<file path="config.mk">
export PLATFORM = sky130hd
export DESIGN_NAME = sctt_ram
export DESIGN_NICKNAME = d
export VERILOG_FILES = /design/src/sv/sample_clock_timestamp_tracker_unit_defines.svh /design/src/sv/sctt_ram.sv
export SDC_FILE = /design/constraint.sdc
export NUM_CORES = 1
export LEC_CHECK = 0
export BUFFER_PORTS_ARGS = -buffer_cell sky130_fd_sc_hd__clkbuf_2
export CORE_UTILIZATION = 64
export CTS_CLUSTER_DIAMETER = 60
export DETAILED_ROUTE_END_ITERATION = 8
export HOLD_SLACK_MARGIN = 0.02
export PLACE_DENSITY = 0.94
export SLEW_MARGIN = 30
export SYNTH_ARGS = -nofsm -noshare
export SYNTH_HDL_FRONTEND = slang
export SYNTH_SLANG_ARGS = --single-unit
</file>
<file path="constraint.sdc">
create_clock -name aclk -period 15.38 [get_ports aclk]
set_clock_uncertainty 0.05 [all_clocks]
set_input_delay 4.614 -clock aclk [delete_from_list [all_inputs] [get_ports aclk]]
set_output_delay 4.614 -clock aclk [all_outputs]
set_load 0.005 [all_outputs]
</file>
<file path="src/sv/sample_clock_timestamp_tracker_unit_defines.svh">
// assertion macros for the sample clock timestamp tracker
`ifndef SAMPLE_CLOCK_TIMESTAMP_TRACKER_UNIT_DEFINES_SVH
`define SAMPLE_CLOCK_TIMESTAMP_TRACKER_UNIT_DEFINES_SVH

// property checked on every clock edge outside reset
`define SCTT_ASSERT(label, prop, msg) \
    label: assert property (@(posedge aclk) disable iff (!aresetn) (prop)) else $error(msg);

// implication checked on every clock edge outside reset
`define SCTT_ASSERT_IMP(label, ante, cons, msg) \
    label: assert property (@(posedge aclk) disable iff (!aresetn) (ante) |-> (cons)) \
        else $error(msg);

`endif

</file>
<file path="src/sv/sctt_ram.sv">
// generic single write port ram with registered read
`timescale 1ns / 1ps

module sctt_ram #(
    parameter int WIDTH = 48,
    parameter int DEPTH = 8,
    parameter int AW    = (DEPTH > 1) ? $clog2(DEPTH) : 1
) (
    input  logic             aclk,
    input  logic             we,
    input  logic [AW-1:0]    waddr,
    input  logic [WIDTH-1:0] wdata,
    input  logic [AW-1:0]    raddr,
    output logic [WIDTH-1:0] rdata
);

    logic [WIDTH-1:0] mem [DEPTH];

    always_ff @(posedge aclk) begin
        if (we) begin
            mem[waddr] <= wdata;
        end
        rdata <= mem[raddr];
    end

endmodule

</file>
# Word-level counts from Yosys, hierarchy flattened
# Memory sizes are Yosys's and may differ from the RTL's. A register that Yosys moved wholly into a read port is not among the register bits.
# Cells that the tools add are included.
[totals] register_bits=0 ram_bits=384 in_bits=56 n_memories=1
[classes] mux=2
[mem_list] memory="mem" depth=8 width=48 rd=1 rd_clocked_by_memory_dff=1 write_ports=1 line="sctt_ram.sv:17" source="logic [WIDTH-1:0] mem [DEPTH];"
[op_table] operator="$mux W1" count=2

# Longest topological paths before layout
[logic_depth] depth_word=2 ltp_mapped=5 depth_no_buf=2

# Worst setup path before layout
# No wires, ideal clock.
[synth_path] path_type="input port to flip-flop" startpoint="input port waddr[2]" endpoint="memory mem[0][0] (enable)" arrival_time_ps=8072 required_time_ps=14817 slack_ps=6745 path_stages=2 cell_sequence="nand2b_1 nor3_1"
[synth_lines] item="start: declaration" line="sctt_ram.sv:11" source="input logic [AW-1:0] waddr,"
[synth_lines] item="end: declaration" line="sctt_ram.sv:17"
# No word-level cell before the write port.

==> summary.md <==
| Metric | Value |
|---|---|
| Num CTS Buffers | 39 |
| WL/cell | 27.92 um |
| YS warnings | 0 |
| Post-layout minimum cycle time | 6.409 ns |
| Maxcap violations | 0 |
| Post-detail-place hpwl | 14.81 mm |
| Worst setup margin | 8.971 ns |
| Die ar. | 25040 sq um |
| Switching share of total power | 19.85% |
| Synth Cell Area | 15620 sq um |
| Drt initial violations | 633 |
| Horiz. Die Dim | 158.2 um |
| Antenna violations before repair | 0 |
| CTS sink cnt | 432 |
| Vias in the first global route | 7180 |
| Count of hold-fix buffers inserted at cts | 0 |
| Final #Nets | 799 |
| Fmax | 0.1560 GHz |
| Synth Net Count | 672 |
| Worst skew pair latency | 0.53 ns |
| Hold Crit Class | reg -> reg |
| Crit-path max FO | 56 |
| Final ANT Viol Nets | 0 |
| Final GP Congestion | 0.6670 |
| Layout area overhead | 13.54% |
| RSZ-0062 raised after global routing | no |
| Syn Inst Count | 616 |
| CORE AREA | 23680 sq um |
| Status | completed |
| Most common library cell in the layout ignoring fill and taps | edfxtp_1 |
| Max-slew violation count | 0 |
| IO Pins | 104 |
| Worst-path clk slew | 0.06 ns |
| Yosys reg bits | 432 |
| Worst rel slew slack | 42.13% |
| P_sw | 0.4785 mW |
| Sequential power share | 55.7% |
| Global-route wire length before repair | 44.82 mm |
| Via/cell ratio | 6.236 |
| Final setup viols | 0 |
| Design area | 17730 sq um |
| Post-CTS setup buffer count | 0 |
| Port bufs | 103 |
| Worst reg2reg path depth | 2 |
| Drt pass-1 iters | 5 |
| Die Y | 158.2 um |
| Drt total wl | 30.54 mm |
| Crit Path Category | in -> reg |
| Total GRT Usage | 25.77% |
| Layout cell share with drive strength beyond 1 | 41.09% |
| Drt drc | 0 |
| Worst slew pin tran | 0.8680 ns |
| Post-CTS Resized | 0 |
| Global route total overflow | 0 |
| Setup_tns | 0 ns |
| Int Power | 1.932 mW |
| Clk root buf | clkbuf_16 |
| Most frequent cells in the layout | 384 x edfxtp_1, 100 x clkbuf_2, 93 x mux4_2, 48 x dfxtp_1 |
| CP Launch Type | input pin |
| Pin count of the biggest net entering global routing | 73 |
| Critical Path Sink | rdata[38]$_DFF_P_ |
| Req. time, crit path | 15.75 ns |
| H-tree depth | 2 |
| CP Capture Type | flop |
| CP startpoint | raddr[0] |
| Pwr dens | 135.9 nW/um^2 |
| R2R setup slack | 13.99 ns |
| RR Startpoint | mem[2][2]$_DFFE_PP_ |
| Pre-CTS worst setup slack | 8.353 ns |
| Hold Path Depth | 2 |
| Reg-to-Reg End | rdata[2]$_DFF_P_ |
| CTS tree | done |
| Synth cell types | 14 |
| Via count | 6822 |
| Max Buffers Root-to-Sink | 3 |
| Placed cell area | 16480 sq um |
| Crit share post-route | 41.67% |
| Clock power frac | 38.9% |
| Sequential fraction of the synthesis area | 79.97% |
| Synth Area per Inst | 25.36 sq um |
| Combinational power share | 5.4% |
| Static Leak | 6.005 nW |
| Initial core utilization | 65.96% |
| Row cnt | 56 |
| Critical Path AT | 6.78 ns |
| Worst vdd ir | 0.09436 mV |
| Fin. Hold Viols | 0 |
state kept, by name, indices dropped and copies added (netlist names):
name	count
mem	384
rdata	48
through the flow:
step	power, mW	std cells	hold slack [ns]	util [%]
2_1_floorplan	1.441	616	0.5965	-
3_5_place_dp	1.494	1021	0.6195	69.58
4_1_cts	2.430	1093	0.6348	74.86
3_3_place_gp	1.482	1021	0.6102	69.55
6_report	2.411	1094	0.6342	74.88
5_1_grt	2.475	1093	0.6511	74.87
layout make-up:
cell class | count | area (sq um)
Tap cell | 319 | 399.1
Clock inverter | 12 | 123.9
Antenna cell | 1 | 2.502
Sequential cell | 432 | 12490
Fill cell | 1240 | 5948
Multi-Input combinational cell | 157 | 2978
Timing Repair Buffer | 113 | 613.1
Clock buffer | 60 | 1126
worst max-delay path: stages:
cell and delay [ns]:
buf_6 0.45, buf_6 0.68, mux4_1 0.68, mux2_4 0.28
how the worst min path moves through the flow:
| stage | startpoint | endpoint | slack [ns] |
|---|---|---|---|
| 5_1_grt | mem[2][19]$_DFFE_PP_ | rdata[19]$_DFF_P_ | 0.65 |
| 2_1_floorplan | mem[5][31]$_DFFE_PP_ | rdata[31]$_DFF_P_ | 0.60 |
| 3_3_place_gp | mem[2][1]$_DFFE_PP_ | rdata[1]$_DFF_P_ | 0.61 |
| 4_1_cts | mem[6][18]$_DFFE_PP_ | rdata[18]$_DFF_P_ | 0.63 |
| 3_5_place_dp | mem[5][5]$_DFFE_PP_ | rdata[5]$_DFF_P_ | 0.62 |
| 6_report | mem[6][18]$_DFFE_PP_ | rdata[18]$_DFF_P_ | 0.63 |
Yosys cell counts (all sizes together):
| cell type | number | share of area (%) |
|---|---|---|
| edfxtp | 384 | 74 |
| mux4 | 96 | 14 |
| dfxtp | 48 | 6.2 |
| mux2 | 48 | 4.4 |
| buf | 18 | 1.1 |
| clkbuf | 9 | 0.22 |
| nor2 | 6 | 0.14 |
| nand2b | 3 | 0.12 |
| nand2 | 2 | 0.048 |
| nor3 | 2 | 0.064 |
power groups by stage:
stage	Clock [mW]	Combinational, mW	Sequential (mW)
after detailed placement	0	0.129	1.37
after floorplan	0	0.0787	1.36
final	0.938	0.130	1.34
after global routing	0.991	0.139	1.35
after CTS	0.955	0.132	1.34
after global placement	0	0.120	1.36
per-layer routing:
layer  part of all wire, %  up-vias  GRT usage (%)  wire length, um
li1                      -     2857              -                -
met1                    38     3543          34.13            11540
met2                    51      354          42.88            15610
met3                   7.9       68          4.626             2407
met4                   3.2        0          10.67              986
met5                     0        -              0                0
kinds of logic after synthesis:
family        Yosys count  synth area share, %
simple gates           13               0.3765
buf+inv                27                1.314
mux                   144                18.34
flops                 432                79.97
Power figures use the tool's default switching activity.
