<file path="src/sv/sample_clock_timestamp_tracker_unit_defines.svh">
// assertion macros for the sample clock timestamp tracker
`ifndef SAMPLE_CLOCK_TIMESTAMP_TRACKER_UNIT_DEFINES_SVH
`define SAMPLE_CLOCK_TIMESTAMP_TRACKER_UNIT_DEFINES_SVH

// property checked on every clock edge outside reset
`define SCTT_ASSERT(label, prop, msg) \
    label: assert property (@(posedge aclk) disable iff (!aresetn) (prop)) else $error(msg);

// implication checked on every clock edge outside reset
`define SCTT_ASSERT_IMP(label, ante, cons, msg) \
    label: assert property (@(posedge aclk) disable iff (!aresetn) (ante) |-> (cons)) \
        else $error(msg);

`endif

</file>
<file path="src/sv/sctt_pkg.sv">
// shared types and constants for the sample clock timestamp tracker
`timescale 1ns / 1ps

package sctt_pkg;

    localparam int DEF_WINDOW = 8;

    localparam int SAMPLE_W = 48;
    localparam int TIME_W   = 64;
    localparam int SLOPE_W  = 40;
    localparam int ERR_W    = 48;
    localparam int LOOK_W   = 32;
    localparam int GAIN_W   = 17;
    localparam int EPOCH_W  = 16;
    localparam int OUT_W    = 2;
    localparam int CFG_IDX_W  = 2;
    localparam int CFG_DATA_W = 40;

    localparam int MUL_A_W = 25;
    localparam int MUL_B_W = 40;
    localparam int MUL_P_W = MUL_A_W + MUL_B_W;

    localparam int DIV_N_W = 64;
    localparam int DIV_D_W = 48;

    localparam logic [SLOPE_W-1:0] NOMINAL_RST = 40'd89478485333;
    localparam logic [LOOK_W-1:0]  LOOK_RST    = 32'd5000;
    localparam logic [GAIN_W-1:0]  GAIN_RST    = 17'd6554;
    localparam logic [SLOPE_W-1:0] SLEW_RST    = 40'd10737418;
    localparam logic [GAIN_W-1:0]  GAIN_ONE    = 17'd65536;
    localparam logic [15:0]        ROUND_HALF  = 16'h8000;

    localparam logic [CFG_IDX_W-1:0] CFG_NOMINAL = 2'd0;
    localparam logic [CFG_IDX_W-1:0] CFG_LOOK    = 2'd1;
    localparam logic [CFG_IDX_W-1:0] CFG_GAIN    = 2'd2;
    localparam logic [CFG_IDX_W-1:0] CFG_SLEW    = 2'd3;

    localparam logic [OUT_W-1:0] OUT_REJECT = 2'd0;
    localparam logic [OUT_W-1:0] OUT_ANCHOR = 2'd1;
    localparam logic [OUT_W-1:0] OUT_DISC   = 2'd2;
    localparam logic [OUT_W-1:0] OUT_CONT   = 2'd3;

    typedef struct packed {
        logic               start;
        logic [DIV_N_W-1:0] num;
        logic [DIV_D_W-1:0] den;
    } div_req_t;

endpackage

</file>
<file path="src/sv/sctt_mul.sv">
// shared registered multiplier
`timescale 1ns / 1ps

module sctt_mul (
    input  logic                         aclk,
    input  logic [sctt_pkg::MUL_A_W-1:0] mul_a,
    input  logic [sctt_pkg::MUL_B_W-1:0] mul_b,
    output logic [sctt_pkg::MUL_P_W-1:0] prod_reg
);
    import sctt_pkg::*;

    logic [MUL_P_W-1:0] prod_next;

    assign prod_next = MUL_P_W'(mul_a) * MUL_P_W'(mul_b);

    always_ff @(posedge aclk) begin
        prod_reg <= prod_next;
    end

endmodule

</file>
<file path="config.mk">
export PLATFORM = sky130hd
export DESIGN_NAME = sctt_mul
export DESIGN_NICKNAME = d
export VERILOG_FILES = /design/src/sv/sample_clock_timestamp_tracker_unit_defines.svh /design/src/sv/sctt_pkg.sv /design/src/sv/sctt_mul.sv
export SDC_FILE = /design/constraint.sdc
export NUM_CORES = 2
export LEC_CHECK = 0
export BUFFER_PORTS_ARGS = -buffer_cell sky130_fd_sc_hd__buf_2
export CORE_ASPECT_RATIO = 1.5
export CORE_UTILIZATION = 40
export CTS_CLUSTER_SIZE = 25
export DETAILED_ROUTE_END_ITERATION = 7
export PLACE_DENSITY = 0.6
export SLEW_MARGIN = 20
export SYNTH_ARGS = -nofsm -noshare
export SYNTH_HDL_FRONTEND = slang
export SYNTH_SLANG_ARGS = --single-unit
</file>
<file path="constraint.sdc">
create_clock -name aclk -period 9.26 [get_ports aclk]
set_input_delay 0.463 -clock aclk [delete_from_list [all_inputs] [get_ports aclk]]
set_output_delay 0.463 -clock aclk [all_outputs]
set_load 0.02 [all_outputs]
</file>
* Word-level counts from Yosys, hierarchy flattened
Index checks and enable logic that the tools add are counted.
W data, S select, Z words.
** Word-level totals
- Register bits :: 65
- Output and inout bits :: 65
- Memories :: 0
- ROM bits :: 0
- Input bits :: 66
- Bits in writable memories :: 0
- Bits in latches :: 0
** Operators by class
- Magnitude comparators :: 0
- Mux-type cells :: 0
- Add/subtract/negate cells :: 0
- Divide/modulo/power cells :: 0
- Multiply operators :: 1
- Reductions and logical operators :: 0
- Bitwise logic cells :: 0
- Equality and inequality tests :: 0
- Shift-type cells :: 0
** Operator list (number)
- $mul A25 B40 Y65 :: 1

* Depth between registers and ports, before layout
- Depth in word-level cells :: 1
- Mapped depth :: 27
- Mapped depth without buffers :: 25

* Worst setup path before layout
No wires, ideal clock.
- Path type :: input-to-reg
- Start :: in mul_b[13] (netlist name)
- End :: reg prod_reg[50] (netlist name)
- Setup slack :: 2531 ps
- Arrival :: 6608 ps
- Required time :: 9140 ps
- Path buffers :: 2
- Cell stages on the path :: 26
- Cell sequence :: clkbuf_1 > nand2_1 > fa_1 > inv_1 > fa_1 > inv_1 > fa_1 > inv_1 > fa_1 > inv_1 > fa_1 > inv_1 > fa_1 > inv_1 > fa_1 > inv_1 > ha_1 > clkbuf_1 > a21o_1 > a21oi_1 > a31o_2 > o31a_1 > o31ai_4 > o211a_4 > a41oi_2 > xnor2_1
** On the way
- Cells in the longest elaborated chain, start to end :: 1
** Ends and longest elaborated chain
- start: declaration :: line sctt_mul.sv:7 : input logic [sctt_pkg::MUL_B_W-1:0] mul_b,
- $mul A25 B40 Y65 :: line sctt_mul.sv:14 : assign prod_next = MUL_P_W'(mul_a) * MUL_P_W'(mul_b);
- net prod_next[50] :: line sctt_mul.sv:12 : logic [MUL_P_W-1:0] prod_next;
- end signal: assignment :: line sctt_mul.sv:17 : prod_reg <= prod_next;
- end: declaration :: line sctt_mul.sv:8 : output logic [sctt_pkg::MUL_P_W-1:0] prod_reg
The timed path passes the listed nets, and every way through them passes these cells.

* Worst setup path in the final report
- Start :: in mul_a[10] (netlist name)
- End :: reg prod_reg[56] (netlist name)
** On the way
- Cells in the longest elaborated chain, start to end :: 1
** Ends and longest elaborated chain
- start: declaration :: line sctt_mul.sv:6 : input logic [sctt_pkg::MUL_A_W-1:0] mul_a,
- $mul A25 B40 Y65 :: line sctt_mul.sv:14
- net prod_next[56] :: line sctt_mul.sv:12
The timed path passes the listed nets, and every way through them passes these cells.

==> impl_metrics.json <==
{
  "outcome": "completed",
  "clock_path_buffers": 2,
  "worstPathCellList": "buf_2 > nand2_1 > fa_1 > fa_1 > inv_1 > fa_1 > inv_1 > fa_1 > inv_1 > fa_1 > fa_1 > inv_1 > fa_1 > inv_1 > ha_1 > a21o_1 > a31oi_1 > o221ai_1 > a21oi_1 > a21bo_2 > a31oi_1 > nor2b_1 > o21bai_1 > xor2_1",
  "post_cts_resized": 0,
  "synth-edff-count": 0,
  "filler_cell_count": 8051,
  "start_util": 0.4038,
  "vias_per_cell": 5.229,
  "clkTransAtPathRegs_ns": 0.06,
  "dieArea_sq_mm": 0.08314,
  "synthToLayoutAreaGrowth_pct": 4.946,
  "drcViolationCount": 0,
  "drt.antenna.violating_nets": 0,
  "finalCritPeriodShare": 0.8297,
  "htree_levels": 3,
  "tns_ns": 0,
  "rsz0062_at_grt": "no",
  "drv_cap": 0,
  "hold-path-cell-count": 2,
  "cp_common_cell": "fa_1",
  "synth_flop_cell": "dfxtp_1",
  "grtUsageTotal": 0.2521,
  "use_met2": 0.4815,
  "min_to": "prod_reg[0]$_DFF_P_",
  "grt_max_degree": 41,
  "die_h_um": 352.6,
  "cts_hold_buf": 0,
  "post-route-min-period_ns": 7.683,
  "dp_hpwl_um": 78080,
  "cp.arrival_ns": 7.93,
  "drive_gt1_frac": 0.04921,
  "netlist_area_sq_mm": 0.03279,
  "cp_max_fo": 40,
  "cp-startpoint": "mul_a[10]",
  "worst_ep_required_time_ns": 9.51,
  "grt_overflow": 0,
  "gr-max-usage-layer": "met2",
  "worstMarginPinSlew_ns": 1.150,
  "fin_nets": 4749,
  "drtIter0Drc": 1111,
  "maxSlewViolCount": 0,
  "wl_per_cell_um": 21.75,
  "first_pass_iters": 7,
  "grt_pass1_wl_um": 156800,
  "coreArea_sq_mm": 0.08120,
  "slowest_stage": "buf_2",
  "ys_ff_latch": 65,
  "critPathLaunchType": "primary input",
  "gp_congestion": 0.9018,
  "synth_cell_types": 52,
  "crit_type": "primary input to register",
  "numCtsBuffers": 9,
  "grt_pass1_vias": 27629,
  "largest_reg_flops": 65,
  "io_pins": 131,
  "rows": 128,
  "postSynthCellCount": 3653,
  "async_flop_share": 0,
  "syn_nets": 4790,
  "post_cts_buffers": 0,
  "io_buffers": 130,
  "final_cell_mix": "inv_1, fa_1, nand2_1, and2_1, ha_1",
  "hold_start": "mul_b[0]",
  "cp_slowest_stage_delay_ns": 0.85,
  "layout_commonest_cell": "inv_1",
  "syn_avg_cell_area_sq_um": 8.975,
  "use_met3": 0.02755,
  "cts_sinks": 65,
  "seq_area_frac_synth": 0.03969,
  "met1_usage": 0.2607,
  "cts_root_buffer": "clkbuf_16",
  "cts_tree": "yes",
  "hp-class": "primary input to register",
  "die_w_um": 235.8,
  "vias": 24378,
  "critPathCaptureType": "register",
  "fmax_ghz": 0.1302,
  "hold_viol": 0,
  "ys_warn_count": 0,
  "relSlewSlack": 0.2336,
  "setup_viol": 0,
  "antenna_found_initial": 10,
  "wl_um": 101400
}
worst max-delay path: cells and delay by family:
kind,cells,cell delay [ns]
XOR/XNOR,1,0.16
adder cells (fa/ha/maj),8,4.03
buffers and inverters,6,1.12
AND/OR/NAND/NOR,2,0.63
AO/OA/AOI/OAI,7,1.50
cell families (layout without fill, tap and decap cells):
kind of cell / Yosys count / count (layout) / synth area share
compound gates: 209 / 209 / 0.04080
xor+xnor: 64 / 64 / 0.01710
fa+ha+maj: 1071 / 1071 / 0.6082
buf+inv: 1105 / 1069 / 0.1265
flops: 65 / 65 / 0.03969
other cells: 0 / 5 / 0
simple gates: 1139 / 1139 / 0.1678
worst max-delay path by stage:
stage | endpoint | slack [ns] | cells after the start
3_3_place_gp | prod_reg[56]$_DFF_P_ | 1.29 | 24
6_report | prod_reg[56]$_DFF_P_ | 1.58 | 24
5_1_grt | prod_reg[56]$_DFF_P_ | 1.25 | 24
2_1_floorplan | prod_reg[50]$_DFF_P_ | 2.53 | 26
4_1_cts | prod_reg[56]$_DFF_P_ | 1.65 | 24
3_5_place_dp | prod_reg[56]$_DFF_P_ | 1.27 | 24
cells in the mapped netlist, types with 2 or more instances:
master    instances  share of area
fa_1            871           0.53
nor2b_1           7         0.0013
nand2b_1          5        0.00095
a21o_1           38         0.0087
o221a_2           2        0.00069
o221ai_1          2        0.00053
nor4_1            2        0.00038
a31o_2            2        0.00053
nand4_1          15         0.0029
xor2_1           29         0.0077
o211ai_1          4        0.00092
clkbuf_1        200          0.023
ha_1            200          0.076
nand3_1          19         0.0029
a31oi_1           9         0.0017
a211oi_1          2        0.00046
o21a_1            2        0.00046
dfxtp_1          65          0.040
o21bai_1         11         0.0025
o21ai_0          39         0.0060
nand2_1         613          0.070
o21ai_2           2        0.00053
and2_1          431          0.082
and3_1            8         0.0015
o31ai_1           3        0.00069
nor3_1            3        0.00046
nor2_1           30         0.0034
xnor2_1          35         0.0093
a21oi_1          75          0.011
inv_1           905           0.10
o21ai_1           2        0.00031
or4_1             2        0.00046
through the flow:
stage          hold WS (ns)  setup WS, ns  cells    util  cell area, sq um
3_5_place_dp         0.8809         1.275   4641  0.4202             34120
2_1_floorplan        0.5903         2.531   3653       -             32790
4_1_cts              0.7250         1.654   4657  0.4236             34400
5_1_grt              0.7433         1.247   4659  0.4237             34400
3_3_place_gp         0.8798         1.294   4641  0.4202             34120
6_report             0.7442         1.577   4662  0.4238             34410
final cells by class:
type	count	area, sq um	share of cell area
tap	1040	1301	0.03782
clock buffer	9	225.2	0.006545
inverter	905	3397	0.09873
timing repair buffer	148	785.8	0.02284
multi-input combinational	2483	27340	0.7945
clock inverter	7	47.55	0.001382
sequential	65	1301	0.03782
antenna	5	12.51	0.0003636
metal layers:
layer	vias to the layer above	routed length, um
met4	6	7242
met2	874	56000
met5	-	42
li1	10340	-
met1	12807	33850
met3	351	4284
Power is left out: the tool's default activity adds up to more than one toggle a clock period on the data nets, which glitch-free logic cannot reach.
