## config.mk

```make
export PLATFORM = sky130hd
export DESIGN_NAME = sctt_div
export DESIGN_NICKNAME = d
export VERILOG_FILES = /design/src/sv/sample_clock_timestamp_tracker_unit_defines.svh /design/src/sv/sctt_pkg.sv /design/src/sv/sctt_div.sv
export SDC_FILE = /design/constraint.sdc
export NUM_CORES = 1
export LEC_CHECK = 0
export BUFFER_PORTS_ARGS = -buffer_cell sky130_fd_sc_hd__buf_2
export CAP_MARGIN = 20
export CELL_PAD_IN_SITES_DETAIL_PLACEMENT = 1
export CELL_PAD_IN_SITES_GLOBAL_PLACEMENT = 1
export CORE_UTILIZATION = 35
export DETAILED_ROUTE_END_ITERATION = 8
export PLACE_DENSITY = 0.75
export SLEW_MARGIN = 10
export SYNTH_ARGS = -nofsm -noshare
export SYNTH_HDL_FRONTEND = slang
export SYNTH_SLANG_ARGS = --single-unit
```

## constraint.sdc

```tcl
create_clock -name aclk -period 7.9 [get_ports aclk]
set_input_delay 0 -clock aclk [delete_from_list [all_inputs] [get_ports aclk]]
set_output_delay 0 -clock aclk [all_outputs]
set_load 0.01 [all_outputs]
```

## src/sv/sample_clock_timestamp_tracker_unit_defines.svh

```systemverilog
// assertion macros for the sample clock timestamp tracker
`ifndef SAMPLE_CLOCK_TIMESTAMP_TRACKER_UNIT_DEFINES_SVH
`define SAMPLE_CLOCK_TIMESTAMP_TRACKER_UNIT_DEFINES_SVH

// property checked on every clock edge outside reset
`define SCTT_ASSERT(label, prop, msg) \
    label: assert property (@(posedge aclk) disable iff (!aresetn) (prop)) else $error(msg);

// implication checked on every clock edge outside reset
`define SCTT_ASSERT_IMP(label, ante, cons, msg) \
    label: assert property (@(posedge aclk) disable iff (!aresetn) (ante) |-> (cons)) \
        else $error(msg);

`endif

```

## src/sv/sctt_pkg.sv

```systemverilog
// shared types and constants for the sample clock timestamp tracker
`timescale 1ns / 1ps

package sctt_pkg;

    localparam int DEF_WINDOW = 8;

    localparam int SAMPLE_W = 48;
    localparam int TIME_W   = 64;
    localparam int SLOPE_W  = 40;
    localparam int ERR_W    = 48;
    localparam int LOOK_W   = 32;
    localparam int GAIN_W   = 17;
    localparam int EPOCH_W  = 16;
    localparam int OUT_W    = 2;
    localparam int CFG_IDX_W  = 2;
    localparam int CFG_DATA_W = 40;

    localparam int MUL_A_W = 25;
    localparam int MUL_B_W = 40;
    localparam int MUL_P_W = MUL_A_W + MUL_B_W;

    localparam int DIV_N_W = 64;
    localparam int DIV_D_W = 48;

    localparam logic [SLOPE_W-1:0] NOMINAL_RST = 40'd89478485333;
    localparam logic [LOOK_W-1:0]  LOOK_RST    = 32'd5000;
    localparam logic [GAIN_W-1:0]  GAIN_RST    = 17'd6554;
    localparam logic [SLOPE_W-1:0] SLEW_RST    = 40'd10737418;
    localparam logic [GAIN_W-1:0]  GAIN_ONE    = 17'd65536;
    localparam logic [15:0]        ROUND_HALF  = 16'h8000;

    localparam logic [CFG_IDX_W-1:0] CFG_NOMINAL = 2'd0;
    localparam logic [CFG_IDX_W-1:0] CFG_LOOK    = 2'd1;
    localparam logic [CFG_IDX_W-1:0] CFG_GAIN    = 2'd2;
    localparam logic [CFG_IDX_W-1:0] CFG_SLEW    = 2'd3;

    localparam logic [OUT_W-1:0] OUT_REJECT = 2'd0;
    localparam logic [OUT_W-1:0] OUT_ANCHOR = 2'd1;
    localparam logic [OUT_W-1:0] OUT_DISC   = 2'd2;
    localparam logic [OUT_W-1:0] OUT_CONT   = 2'd3;

    typedef struct packed {
        logic               start;
        logic [DIV_N_W-1:0] num;
        logic [DIV_D_W-1:0] den;
    } div_req_t;

endpackage

```

## src/sv/sctt_div.sv

```systemverilog
// serial restoring divider, one quotient bit per cycle
`timescale 1ns / 1ps

module sctt_div (
    input  logic                         aclk,
    input  logic                         aresetn,
    input  sctt_pkg::div_req_t           div_req,
    output logic [sctt_pkg::DIV_N_W-1:0] quo_reg,
    output logic                         done_reg
);
    import sctt_pkg::*;

    localparam int CNT_W = $clog2(DIV_N_W + 1);

    logic               busy_reg, busy_next, done_next;
    logic [CNT_W-1:0]   cnt_reg, cnt_next;
    logic [DIV_D_W-1:0] rem_reg, rem_next, den_reg, den_next;
    logic [DIV_N_W-1:0] quo_next;
    logic [DIV_D_W:0]   trial, diff;

    always_comb begin
        trial     = {rem_reg, quo_reg[DIV_N_W-1]};
        diff      = trial - {1'b0, den_reg};
        busy_next = busy_reg;
        done_next = 1'b0;
        cnt_next  = cnt_reg;
        rem_next  = rem_reg;
        quo_next  = quo_reg;
        den_next  = den_reg;
        if (div_req.start) begin
            busy_next = 1'b1;
            cnt_next  = CNT_W'(DIV_N_W);
            rem_next  = '0;
            quo_next  = div_req.num;
            den_next  = div_req.den;
        end else if (busy_reg) begin
            if (trial >= {1'b0, den_reg}) begin
                rem_next = diff[DIV_D_W-1:0];
                quo_next = {quo_reg[DIV_N_W-2:0], 1'b1};
            end else begin
                rem_next = trial[DIV_D_W-1:0];
                quo_next = {quo_reg[DIV_N_W-2:0], 1'b0};
            end
            cnt_next = cnt_reg - CNT_W'(1);
            if (cnt_reg == CNT_W'(1)) begin
                busy_next = 1'b0;
                done_next = 1'b1;
            end
        end
    end

    always_ff @(posedge aclk) begin
        if (!aresetn) begin
            busy_reg <= 1'b0;
            done_reg <= 1'b0;
            cnt_reg  <= '0;
        end else begin
            busy_reg <= busy_next;
            done_reg <= done_next;
            cnt_reg  <= cnt_next;
        end
    end

    always_ff @(posedge aclk) begin
        rem_reg <= rem_next;
        quo_reg <= quo_next;
        den_reg <= den_next;
    end

endmodule

```

-- Word-level counts from Yosys, hierarchy flattened
Index checks and enable logic that the tools add are counted.
Widths: inputs -> output; s select.
- add/subtract/negate cells: 2
- bitwise gates (word level): 2
- muxes and demuxes: 10
- reductions and logical operators: 3
- $lt $le $gt $ge: 1
- equality and inequality tests: 1
- operator list (operator ; number):
    $mux 64 ; 2
    $ge 49x48->1 ; 1
    $mux 48 ; 1
    $sub 48x48->48 ; 1
    $mux 7 ; 2
    $eq 7x1->1 const B ; 1
    $sub 7x1->7 const B ; 1
    $mux 1 ; 5
    $reduce_or 3->1 ; 1
    $not 1->1 ; 2
    $reduce_bool 2->1 ; 1
    $reduce_or 2->1 ; 1
- logic and storage cells: 26
- bits in registers: 169

-- Logic depth before layout (Yosys ltp)
Gate-level depths: netlist of run 1.
- depth in word-level cells: 4
- depth in mapped cells: 14
- gate-level depth less buffers: 12

-- Worst setup path before layout of run 1
Ideal clock, no wire load.
- kind: register to register
- start: reg quo_reg[63] in the netlist's numbering
- end: reg rem_reg[26]
- data required time: 7.769 ns
- arrival: 2.675 ns
- setup slack: 5.094 ns
- library setup time: 0.131 ns
- period minus slack after synthesis: 2.806 ns
- stages on the path, launching flop included: 13
- path through: edfxtp_1 inv_1 ha_1 fa_1 nand2b_1 a211oi_1 o21a_1 nor3b_1 o21ai_0 a21oi_1 o2111a_1 a211oi_1 nor3_1
- word-level cells in the longest chain between the ends: 2
- elaborated cells between the ends (all ways): 3
- classes of those cells: add/sub: 1; order compare: 1; mux: 1
- ends and longest elaborated chain (item ; line ; RTL):
    start: declaration ; sctt_div.sv:8 ; output logic [sctt_pkg::DIV_N_W-1:0] quo_reg,
    start signal: assignment ; sctt_div.sv:66 ; quo_reg <= quo_next;
    $sub 48x48->48 / $ge 49x48->1 (equally long branches) ; sctt_div.sv:23, sctt_div.sv:37 ;
    $mux 48 * ; sctt_div.sv:37 ; if (trial >= {1'b0, den_reg}) begin
    end signal: assignment ; sctt_div.sv:65 ; rem_reg <= rem_next;
    end: declaration ; sctt_div.sv:17 ; logic [DIV_D_W-1:0] rem_reg, rem_next, den_reg, den_next;
Every way passes the cells marked *; elsewhere a longest branch is shown, timed or not.
A chain may end at the register's enable or synchronous reset.

-- Final worst setup path of run 1
- start: reg den_reg[12]
- end: reg rem_reg[40]
- word-level cells in the longest chain between the ends: 2
- elaborated cells between the ends (all ways): 3
- classes of those cells: add/sub: 1; order compare: 1; mux: 1
- ends and longest elaborated chain (item ; line ; RTL):
    start: declaration ; sctt_div.sv:17 ;
    start signal: assignment ; sctt_div.sv:67 ; den_reg <= den_next;
    $sub 48x48->48 / $ge 49x48->1 (equally long branches) ; sctt_div.sv:23, sctt_div.sv:37 ;
    $mux 48 * ; sctt_div.sv:37 ;
Marked as above.

==> results of run 1 <==
## Yosys cell counts, types with 6 or more instances
master	number	area (um2)
edfxtp_1	112	3360
nand2_1	89	334
nor2_1	86	323
a21oi_1	75	375
inv_1	69	259
mux2_2	63	709
dfxtp_1	57	1140
ha_1	50	626
o21ai_0	39	195
clkbuf_1	31	116
a211oi_1	28	210
xnor2_1	27	236
a311oi_1	19	166
nand4_1	17	106
nor3_1	17	85.1
xor2_1	15	131
a21o_1	14	105
nand2b_1	12	75.1
nand3_1	12	60.1
buf_2	11	55.1
o21a_1	9	67.6
o21bai_1	9	67.6
buf_1	7	26.3
mux2i_1	7	70.1
nor3b_1	7	52.6
o211ai_1	7	52.6
nor2b_1	6	37.5
## per-stage QoR
step	worst slack, ps	hold slack, ps	instances
detailed placement	4080	178	1480
global route	3740	261	1627
global placement	4200	176	1480
finish	4070	272	1627
CTS	4060	243	1626
floorplan	5090	98.9	974
## worst max path at each step
| stage | end | slack, ps |
|---|---|---|
| final | rem_reg[40]$_SDFFE_PP0P_ | 4070 |
| after global routing | rem_reg[37]$_SDFFE_PP0P_ | 3740 |
| after CTS | rem_reg[40]$_SDFFE_PP0P_ | 4060 |
| after floorplan | rem_reg[26]$_SDFFE_PP0P_ | 5090 |
| after global placement | rem_reg[37]$_SDFFE_PP0P_ | 4200 |
| after detailed placement | rem_reg[40]$_SDFFE_PP0P_ | 4080 |
## critical path: cells and delay by family (launching register included)
kind | cells | cell delay, ps
AND/OR/NAND/NOR | 2 | 870
buffers and inverters | 2 | 470
adder cells (fa/ha/maj) | 1 | 370
AO/OA/AOI/OAI | 6 | 1690
flip-flops | 1 | 330
## logic make-up after synthesis
logic type / count (synthesis) / synth area share
adders and majority gates: 51 / 0.0665
xor gates and xnor gates: 42 / 0.0379
muxes: 70 / 0.0803
AOI/OAI and AO/OA: 248 / 0.173
buffers and inverters: 120 / 0.0486
and+or+nand+nor: 274 / 0.130
DFF: 169 / 0.464
## cell type report
class,instances,share of cell area
multi-input combinational,685,0.376
sequential,169,0.357
timing repair buffer,299,0.166
tap,372,0.0369
clock buffer,20,0.0354
inverter,69,0.0205
clock inverter,12,0.00853
antenna,1,0.000198
## what timing repair did
item	in CTS	in global routing
hold buffers	114	0
endpoints found under the setup margin	0	0
hold endpoints to repair	123	0
resized for setup	0	0
setup buffers	0	0
## layer usage
metal / global-route usage / up-vias / part of all wire
met4: 0.0613 / 0 / 0.013
met3: 0.0477 / 29 / 0.050
met2: 0.371 / 223 / 0.48
li1: - / 4100 / -
met1: 0.267 / 4072 / 0.46
met5: 0 / - / 0
## power groups by stage
stage	Sequential (mW)	Combinational, mW	Clock, mW
3_3_place_gp	1.10	0.577	0
3_5_place_dp	1.10	0.591	0
2_1_floorplan	1.10	0.393	0
5_1_grt	1.09	0.707	0.866
6_report	1.09	0.644	0.815
4_1_cts	1.08	0.638	0.835
==> flow_summary.toml, run 1 <==
[route]
wl_um = 29800
wl_per_cell_um = 18.3
postRouteAntennaNets = 0
dr.pass1.iters = 4
drt_iter0_drc = 369
drcViolationCount = 0
via_per_inst = 5.18
vias = 8424

[layout]
seqCellArea_um2 = 4510
fill_cells = 3041
design_area_um2 = 12600
area_growth_pct = 29.9
nets = 1407
layout_common_cells = "buf_2 (178), dlygate4sd3_1 (114), edfxtp_1 (112)"
final_common_cell = "buf_2"
fin_util = 0.466
drive_above_1_share = 0.238
multi_input_area_um2 = 4740
largest_reg_flops = 64

[worst_hold_path]
min_path_type = "in2reg"
whs_path_depth = 2
hold_path_end = "den_reg[2]$_DFFE_PP_"
hold_path.startpoint = "div_req[2]"

[grt]
grt_pass1_wl_um = 47900
antenna_found_initial = 1
grt_max_degree = 87
first_global_vias = 9086
grt_overflow = 0
grt.total_usage = 0.214

[clock_network]
cts_root_buf = "clkbuf_16"
clock_path_buffers = 2
cts_htree_levels = 4
cts_inserted_buffers = 17
clk_pin_slew_ps = 70
clkLatencyLatePin_ps = 450
cts_num_sinks = 169
cts_tree = "built"

[critical_path]
cp-start-kind = "register"
rrSetupSlack_ps = 4070
r2r_end = "rem_reg[40]$_SDFFE_PP0P_"
path_cells = "inv_1 -> ha_1 -> a21oi_1 -> o221ai_2 -> a221oi_2 -> nand3_1 -> a2111oi_2 -> or2_1 -> buf_4 -> a21oi_1 -> a311oi_1"
worstRegToRegCells = 11
critPathArrivalTime_ps = 4170
crit_required_ps = 8240
slowest_delay_ps = 700
crit_start = "den_reg[12]$_DFFE_PP_"
cp-end-kind = "register"
path_common_cell = "a21oi_1"
r2r-start = "den_reg[12]$_DFFE_PP_"
crit_path_max_fanout = 23
crit_type = "reg2reg"
cpMaxStageDelayCell = "or2_1"

[logic_synthesis]
synth_seq_cells = 169
syn_nets = 1140
synth-main-ff-cell = "edfxtp_1"
synth_cell_types = 69
synth_edf_count = 112
yosysSeqAreaShare = 0.464
syn_avg_cell_area_um2 = 9.97
synthCells = 974
synth_area_um2 = 9710
ys_warn_count = 0
async_flop_share = 0

[timing]
grt_setup_unrepaired = "no"
hold_viol = 0
worstMarginPinSlew_ps = 963
period_minus_slack_ps = 3830
min_period_over_period = 0.484
clock_skew_ps = 18.4
timing.slew.headroom = 0.358
fmax_mhz = 261
setup_tns_ps = 0
drv_slew = 0
setup_viol = 0

[floorplanning]
die_h_um = 169
initial_core_util = 0.358
io_pins = 180
rows = 60
die_area_um2 = 28400
fp.dieW_um = 169
core_area_um2 = 27100

[job]
max_cap_violations = 0

[power_and_ir_drop]
switching_share = 0.321
peakVddDrop_mv = 0.146
power.internal_mw = 1.73
p_seq_frac = 0.427
cellPowerDensity_nw_per_um2 = 202
p_leak_nw = 5.12
fin_total_pwr_mw = 2.54
pwr-share-clk = 0.320
power_frac_comb = 0.253
switchingPower_mw = 0.817

[placement]
hpwlAfterDp_um = 20100
placed_area_um2 = 10900
gp_congestion = 0.859
port_buffers = 179

[run_status]
status = "complete, no violations"
Power figures use the tool's default switching activity.
==> inputs of run 2 (changes only) <==
==> constraint.sdc (replaced) <==
create_clock -name aclk -period 3.9 [get_ports aclk]
set_input_delay 0 -clock aclk [delete_from_list [all_inputs] [get_ports aclk]]
set_output_delay 0 -clock aclk [all_outputs]
set_load 0.01 [all_outputs]
==> run 2 against run 1 <==
Against the previous run: setup slack worse by 3600 ps; via count increased by 0.88%; clock skew increased by 2.7 ps; first-iteration DRC count is 8.9% higher; final area is 0.80% higher; sequential share of layout area fell by 0.28 points; worst hold slack lost 130 ps; critical path type unchanged; highest routed layer unchanged; utilization up 0.37 points; non-clock buffer count grew 4; sequential power is 100% higher; clock power increased by 120%; sequential cell count is the same.
==> flow_summary.toml, run 2 (same netlist as run 1, synthesis figures left out) <==
[run_status]
status = "complete, no violations"

[critical_path]
cp_top_family = "compound AO/OA/AOI/OAI gates"
path_buf_inv = 2
crit_start = "den_reg[12]$_DFFE_PP_"
cp-end-kind = "register"
slowest_delay_ps = 490
crit_required_ps = 4240
path_cells = "inv_1 -> ha_1 -> a21oi_1 -> o221ai_2 -> a221oi_2 -> nand3_1 -> a2111oi_2 -> nor2_4 -> buf_4 -> and3_1 -> a31o_1 -> a2111oi_2"
cpMaxStageDelayCell = "a2111oi_2"
cp-start-kind = "register"
crit_path_max_fanout = 19
r2r-start = "den_reg[12]$_DFFE_PP_"
critPathArrivalTime_ps = 3780
crit_type = "reg2reg"
path_common_cell = "a2111oi_2"

[timing]
timing.slew.headroom = 0.395
min_period_over_period = 0.882
hold_viol = 0
setup_viol = 0
setup_tns_ps = 0
worstMarginPinSlew_ps = 908
drv_slew = 0
grt_setup_unrepaired = "no"
fin_hold_ws_ps = 140
fmax_mhz = 291
period_minus_slack_ps = 3440
clock_skew_ps = 21.1

[power_and_ir_drop]
p_leak_nw = 5.19
fin_total_pwr_mw = 5.29
peakVddDrop_mv = 0.262
cellPowerDensity_nw_per_um2 = 416

[placement]
placed_area_um2 = 11000
dpl.cell_count = 1485
gp_congestion = 0.852
hpwlAfterDp_um = 20100
port_buffers = 179

[route]
via_per_inst = 5.21
drt_iter0_drc = 402
wl_um = 30100
vias = 8498
postRouteAntennaNets = 0
drcViolationCount = 0
wl_per_cell_um = 18.5
dr.pass1.iters = 5

[layout]
nets = 1411
final_common_cell = "buf_2"
area_growth_pct = 31.0
design_area_um2 = 12700
largest_reg_flops = 64
diodes = 0
layout_common_cells = "buf_2 (178), dlygate4sd3_1 (113), edfxtp_1 (112)"
drive_above_1_share = 0.242
fin_cells = 1630

[floorplanning]
core_area_um2 = 27100
die_area_um2 = 28400
initial_core_util = 0.358
io_pins = 180
rows = 60
die_h_um = 169
fp.dieW_um = 169

[grt]
first_global_vias = 9109
grt.total_usage = 0.217
grt_pass1_wl_um = 48300
grt_overflow = 0
antenna_found_initial = 0
grt_max_degree = 96

[clock_network]
cts_root_buf = "clkbuf_16"
clk_pin_slew_ps = 70
clkLatencyLatePin_ps = 450
clock_path_buffers = 2
cts_inserted_buffers = 17
cts_tree = "built"
cts_num_sinks = 169
post_cts_buffers = 0
cts_htree_levels = 4

[worst_hold_path]
min_path_type = "in2reg"
hold_path.startpoint = "div_req[112]"

[job]
max_cap_violations = 0
[run 2: per-stage QoR]
step	util	setup slack [ps]
after CTS	0.469	451
after floorplan	-	1090
after global placement	0.405	585
final	0.469	460
after detailed placement	0.405	487
after global routing	0.469	101
[run 2: final cells by class]
class                      instances  area (um2)
tap                              372         465
clock buffer                      17         425
fill                            3024       14400
sequential                       169        4510
multi-input combinational        685        4740
inverter                          69         259
timing repair buffer             303        2140
clock inverter                    15         180
[run 2: worst paths after layout]
path	endpoint	slack [ps]	cells after the start
min	den_reg[5]$_DFFE_PP_	140	1
min reg2reg	rem_reg[19]$_SDFFE_PP0P_	490	2
max	rem_reg[45]$_SDFFE_PP0P_	460	12
max reg2reg	rem_reg[45]$_SDFFE_PP0P_	460	12
[run 2: timing repair]
| item | in CTS | in global routing |
|---|---|---|
| hold buffers | 113 | 0 |
| endpoints found under the hold margin | 119 | 0 |
| gates resized for setup | 0 | 0 |
[run 2: layer usage]
metal	part of all wire	vias up	wire length (um)	global-route usage
li1	-	4111	-	-
met1	0.45	4132	13500	0.270
met2	0.49	225	14700	0.377
met3	0.050	30	1510	0.0489
met4	0.015	0	437	0.0617
met5	0	-	0	0
[run 2: report_power, final]
part	switching [mW]	internal (mW)	leakage (nW)
Sequential	0.104	2.09	1.58
Clock	0.856	0.919	0.296
Combinational	0.758	0.559	3.31
